--- src/design/mkts_pkg.sv ---
`timescale 1ns / 1ps

package mkts_pkg;

    // Depth of the tie chain, the count width that follows from it, and field widths.
    localparam int MAX_RECORDS = 64;
    localparam int CNT_W       = 7;
    localparam int CODE_W      = 10;
    localparam int VAL_W       = 16;

    // One incoming record.
    typedef struct packed {
        logic [CODE_W-1:0] record_code;
        logic [VAL_W-1:0]  weight;
        logic [VAL_W-1:0]  height;
        logic              last_record;
    } rec_req_t;

    // One emitted tied record.
    typedef struct packed {
        logic [CODE_W-1:0] out_code;
        logic [VAL_W-1:0]  out_weight;
        logic [VAL_W-1:0]  out_height;
        logic [CNT_W-1:0]  tie_count;
        logic              last_result;
    } res_req_t;

    // Contents of one chain cell.
    typedef struct packed {
        logic [CODE_W-1:0] code;
        logic [VAL_W-1:0]  height;
    } cell_data_t;

    // What a cell hands to its right-hand neighbor.
    typedef struct packed {
        logic       shift;
        cell_data_t data;
    } cell_link_t;

    // Command broadcast to every cell.
    typedef enum logic [1:0] {
        CELL_HOLD,
        CELL_INSERT,
        CELL_SHIFT_OUT
    } cell_op_t;

endpackage

--- src/design/mkts_cell.sv ---
`timescale 1ns / 1ps

module mkts_cell
    import mkts_pkg::*;
(
    input  logic       clk,
    input  cell_op_t   op,
    input  logic       occ,
    input  logic       left_occ,
    input  cell_link_t left,
    input  cell_data_t new_data,
    input  cell_data_t right_data,
    output cell_link_t link
);

    cell_data_t data_reg;
    cell_data_t data_next;
    logic       shift;

    // An occupied cell whose height exceeds the newcomer moves one place right.
    assign shift = occ && (data_reg.height > new_data.height);

    assign link.shift = shift;
    assign link.data  = data_reg;

    // Pick the next contents: hold, take the newcomer, take the left or right neighbor.
    always_comb
    begin
        data_next = data_reg;
        case (op)
            CELL_INSERT:
            begin
                if (shift || !occ)
                begin
                    if (left.shift)
                    begin
                        data_next = left.data;
                    end
                    else if (shift || left_occ)
                    begin
                        data_next = new_data;
                    end
                end
            end
            CELL_SHIFT_OUT:
            begin
                data_next = right_data;
            end
            default:
            begin
                data_next = data_reg;
            end
        endcase
    end

    // The record store itself needs no reset; the fill count says what is valid.
    always_ff @(posedge clk)
    begin
        data_reg <= data_next;
    end

endmodule

--- config.mk ---
export PLATFORM = sky130hd
export DESIGN_NAME = mkts_cell
export DESIGN_NICKNAME = d
export VERILOG_FILES = /design/src/design/mkts_pkg.sv /design/src/design/mkts_cell.sv
export SDC_FILE = /design/constraint.sdc
export NUM_CORES = 1
export LEC_CHECK = 0
export BUFFER_PORTS_ARGS = -buffer_cell sky130_fd_sc_hd__buf_2
export CAP_MARGIN = 20
export CORE_MARGIN = 10
export CORE_UTILIZATION = 32
export CTS_CLUSTER_DIAMETER = 120
export DETAILED_ROUTE_END_ITERATION = 8
export PLACE_DENSITY = 0.62
export SYNTH_ARGS = -nofsm -noshare
export SYNTH_HDL_FRONTEND = slang
export SYNTH_SLANG_ARGS = --single-unit
--- constraint.sdc ---
create_clock -name clk -period 2.9 [get_ports clk]
set_clock_uncertainty 0.15 [all_clocks]
set_input_delay 0.435 -clock clk [delete_from_list [all_inputs] [get_ports clk]]
set_output_delay 0.435 -clock clk [all_outputs]
set_load 0.01 [all_outputs]
Yosys cells after proc, flatten, opt, wreduce, memory -nomap -nowiden
Index checks and enable logic that the tools add are counted.
Word-level totals
  register bits: 26
  output and inout port bits: 27
  logic and storage cells: 17
Operators by class
  $lt $le $gt $ge: 1
  equal/unequal tests: 4
  mux-type cells: 4
  reductions and logical operators: 6
Operator list (count)
  26-bit 2-to-1 mux: 3
  26-bit case mux with 2 select lines: 1
  16-bit greater-than comparator: 1
  3-bit != test (second input constant): 1
  3-bit AND reduction: 1
  2-bit by 1-bit == test with 1-bit output (second input constant): 1
  2-bit == test (second input constant): 1
  1-bit logical OR: 2
  2-bit != test (second input constant): 1
  2-bit nonzero test: 1
  1-bit logical AND: 1
  1-bit zero test: 1

Logic depth before layout (Yosys ltp)
  depth after elaboration: 7
  depth in mapped cells: 8

Worst setup path before layout
OpenSTA, ideal clock, no wires.
  path type: input -> register
  start: input port new_data[15] (netlist bit)
  end: register data_reg (netlist bit link[0]) (enable)
  arrival time: 2599 ps
  slack: -261 ps
  stages on the path: 7
  cell sequence: inv_1 > ha_1 > nand4_2 > nor3_2 > a21boi_2 > nor4_2 > o31ai_2
Between the ends
  longest elaborated chain between the ends: 5
Ends and longest elaborated chain
  from (decl): line mkts_cell.sv:11  | input cell_data_t new_data,
  16-bit greater-than comparator (*): line mkts_cell.sv:21  | assign shift = occ && (data_reg.height > new_data.height);
  1-bit logical AND (*): line mkts_cell.sv:21
  1-bit logical OR, on equally long branches: line mkts_cell.sv:39, mkts_cell.sv:33
  3-bit != test (no line) or 2-bit != test (tied branches)
  3-bit AND reduction (no line) (*)
  to (signal assigned): line mkts_cell.sv:59  | data_reg <= data_next;
  to (decl): line mkts_cell.sv:16  | cell_data_t data_reg;
Mark *: on every way between the ends. The rest lies on a longest branch, timed or not.
A chain may end at the register's enable or synchronous reset.

==> parameters.txt <==
Parameter                              Value

Min path
  Hold Path Class ... in -> reg
  Hold Startpoint ... right_data[23]
  Cell depth of the worst min-delay path ... 3
  Capture endpoint of the worst hold path ... link[23]

Die
  Horizontal extent of the die ... 95.1 um
  Die outline area ... 0.00904 mm2
  # IOs ... 111
  Core Rows ... 27
  Die height ... 95.1 um
  Starting density of the core ... 33.0%
  Total core area ... 0.00547 mm2

Synthesis
  Count of different cell masters after synthesis ... 26
  Number of warnings reported in the yosys synthesis log ... 0
  Cell types occupying the most area after synthesis ... sky130_fd_sc_hd__edfxtp_1 43%, sky130_fd_sc_hd__mux2i_1 14%, sky130_fd_sc_hd__ha_1 11%, sky130_fd_sc_hd__o21ai_0 7.8%, sky130_fd_sc_hd__nand2_1 5.8%
  Portion of the post-synthesis area used by sequential elements ... 43.3%
  Number of nets in the synthesized netlist ... 277
  Gate count of the mapped netlist ... 177
  Number of register bits inferred by synthesis ... 26
  Average cell area after synthesis ... 10.2 um2
  Area share of the largest cell type after synthesis ... 43.3%
  Largest area contributor in the synthesized netlist ... sky130_fd_sc_hd__edfxtp_1
  Post-synthesis instance area ... 0.00180 mm2

Global route
  Number of antenna violations at the first check in global routing ... 0
  Number of global-route vias before repair ... 1,693
  Leftover overflow at the end of global routing ... 0
  GRT Resource Usage Total ... 11.0%
  Largest net degree at the start of global routing ... 31
  Wire length of the first global-routing pass ... 8000 um

Route
  DR pass1 iterations ... 4
  ANT nets after route ... 0
  Number of vias in the routed layout ... 1,627
  Total Routed Length ... 5240 um
  DR DRC count ... 0
  WL per Instance ... 14.7 um
  Detailed router's first-iteration violation count ... 43
  Vias per std cell ... 4.56

Power and ir drop
  Pwr dens ... 417 mW/mm2
  Total Power ... 1.05 mW
  Maximum ir drop on the vdd rail ... 0.218 mV
  Leak Pwr ... 1.25 nW

Clock tree
  Clock H-tree levels ... 1
  Clock network latency to the later pin of the worst-skew pair ... 270 ps
  Buffers inserted by post-CTS timing repair ... 0
  Cts-stage hold buffer count ... 0
  Clock-pin slew on the worst setup and hold paths ... 100 ps
  Clk sinks ... 26
  Buffer type at the clock tree root ... sky130_fd_sc_hd__clkbuf_8
  Total CTS buffers ... 3
  CTS tree ... built
  CTS-repair resized insts ... 0
  Clock Path Buffers ... 2

Placement
  Half-perimeter wire length after placement ... 4450 um
  Gpl congestion ... 0.750
  Number of port buffers ... 110

STA
  Period utilisation layout ... 90.1%
  Minimum hold slack ... 278 ps
  RSZ-0062 raised after global routing ... false
  Relative slew slack ... 69.3%
  Shortest period the worst path allows ... 2610 ps
  Number of setup violations in the final report ... 0
  Transition time of the tightest slew-check pin ... 459 ps
  Slew Viols, Final ... 0
  Total negative slack ... 0 ps
  Count of endpoints failing hold in the final timing report ... 0
  Maximum clock frequency ... 383 MHz

Layout
  Commonest non-fill, non-tap cells in the layout ... 110 x sky130_fd_sc_hd__buf_2, 28 x sky130_fd_sc_hd__nand2_1, 28 x sky130_fd_sc_hd__o21ai_0
  Max reg flops ... 26
  Area of combinational cells with multiple inputs ... 921 um2
  Footprint of the flip-flops and latches ... 781 um2
  Syn-to-layout area delta ... 38.8%
  Most common cell after layout, fill and taps aside ... sky130_fd_sc_hd__buf_2
  ANT cells ... 0
  Fillers ... 546
  Number of nets in the layout ... 386
  Fraction of final layout cells sized beyond drive strength 1 ... 44.2%

Flow run
  Max Cap Viol ... 0

Setup path
  Crit. End Element ... output port
  Capture point of the worst reg-to-reg path ... link[16]
  RR Startpoint ... link[15]
  Worst Setup Start Kind ... flip-flop
  Required time of the worst setup path ... 2320 ps
  Worst setup path startpoint ... link[14]
  Setup slack on the worst flop-to-flop path ... 470 ps
  Longest individual stage delay on the worst path ... 420 ps
  Slowest stage cell, crit path ... sky130_fd_sc_hd__edfxtp_1
  Type of the setup path with the least slack ... reg -> out
  Highest net fanout along the worst path ... 3
  Endpoint arrival time on the critical path ... 2030 ps
  Count of cells along the worst register-to-register path ... 7
  CP cell instances ... ha_1, nand4_2, nor3_2, a21boi_2, nor4_2, nor2_1, buf_2

Status
  Status ... complete, no violations
synthesized netlist by cell type:
master                     count
sky130_fd_sc_hd__clkbuf_1      4
sky130_fd_sc_hd__a21o_1        2
sky130_fd_sc_hd__nor3_2        1
sky130_fd_sc_hd__edfxtp_1     26
sky130_fd_sc_hd__buf_6         1
sky130_fd_sc_hd__a21boi_2      1
sky130_fd_sc_hd__nand4_2       1
sky130_fd_sc_hd__a21oi_1       6
sky130_fd_sc_hd__nand3_1       2
sky130_fd_sc_hd__buf_2         2
sky130_fd_sc_hd__nand4_1       2
sky130_fd_sc_hd__inv_1        16
sky130_fd_sc_hd__nand4_4       1
sky130_fd_sc_hd__nor2b_1       2
sky130_fd_sc_hd__ha_1         16
sky130_fd_sc_hd__nor4_2        1
sky130_fd_sc_hd__nand2_1      28
sky130_fd_sc_hd__o31ai_2       1
sky130_fd_sc_hd__nor2_1        3
sky130_fd_sc_hd__and2_1        1
sky130_fd_sc_hd__or2b_2        1
sky130_fd_sc_hd__o21ai_0      28
sky130_fd_sc_hd__buf_4         3
sky130_fd_sc_hd__nor3_1        1
sky130_fd_sc_hd__mux2i_1      26
sky130_fd_sc_hd__a211oi_1      1
metrics by stage:
step                area (um2)  setup slack [ps]  util (%)  cells
CTS                       2500               262      45.7    357
detailed placement        2430               314      44.4    353
global placement          2430               406      44.4    353
global route              2500               111      45.7    357
finish                    2500               288      45.7    357
floorplan                 1810               217         -    177
power breakdown:
part	leakage (nW)	switching (mW)	internal, mW	total, mW
clock	0.0357	0.122	0.185	0.307
sequential	0.250	0.0124	0.458	0.471
combinational	0.961	0.141	0.126	0.267
worst max-delay path: cells and delay by family (launching register included):
kind	cells	cell delay [ps]
and+or+nand+nor	4	700
AOI/OAI and AO/OA	1	160
DFF	1	420
buffers and inverters	1	160
adders and majority gates	1	330
layer usage:
layer / wire length (um) / track usage [%] / up-vias
li1: - / - / 845
met1: 2160 / 13.5 / 710
met2: 2440 / 17.4 / 68
met3: 600 / 4.87 / 4
met4: 46 / 2.62 / 0
met5: 0 / 0 / -
logic make-up after synthesis:
logic type                 share of synthesized area (%)
AOI/OAI and AO/OA                                   12.0
adders and majority gates                           11.1
buffers and inverters                               6.59
DFF                                                 43.3
muxes                                               14.4
and+or+nand+nor                                     12.6
cell type report:
| cell class | instances | area share [%] |
|---|---|---|
| clock buffers | 3 | 1.65 |
| clock inverters | 1 | 1.20 |
| inverters | 16 | 2.40 |
| multi-input cells | 125 | 36.8 |
| flip-flops and latches | 26 | 31.2 |
| well taps | 72 | 3.60 |
| repair buffers | 114 | 23.2 |
worst max-delay path by stage:
stage                    end  slack, ps  depth (start not counted)
global placement    link[14]        410                          9
floorplan            link[0]        220                          7
CTS                 link[26]        260                          7
global route        link[26]        110                          7
finish              link[26]        290                          7
detailed placement  link[21]        310                          9
Note: power is estimated with default switching activity, not from simulation.
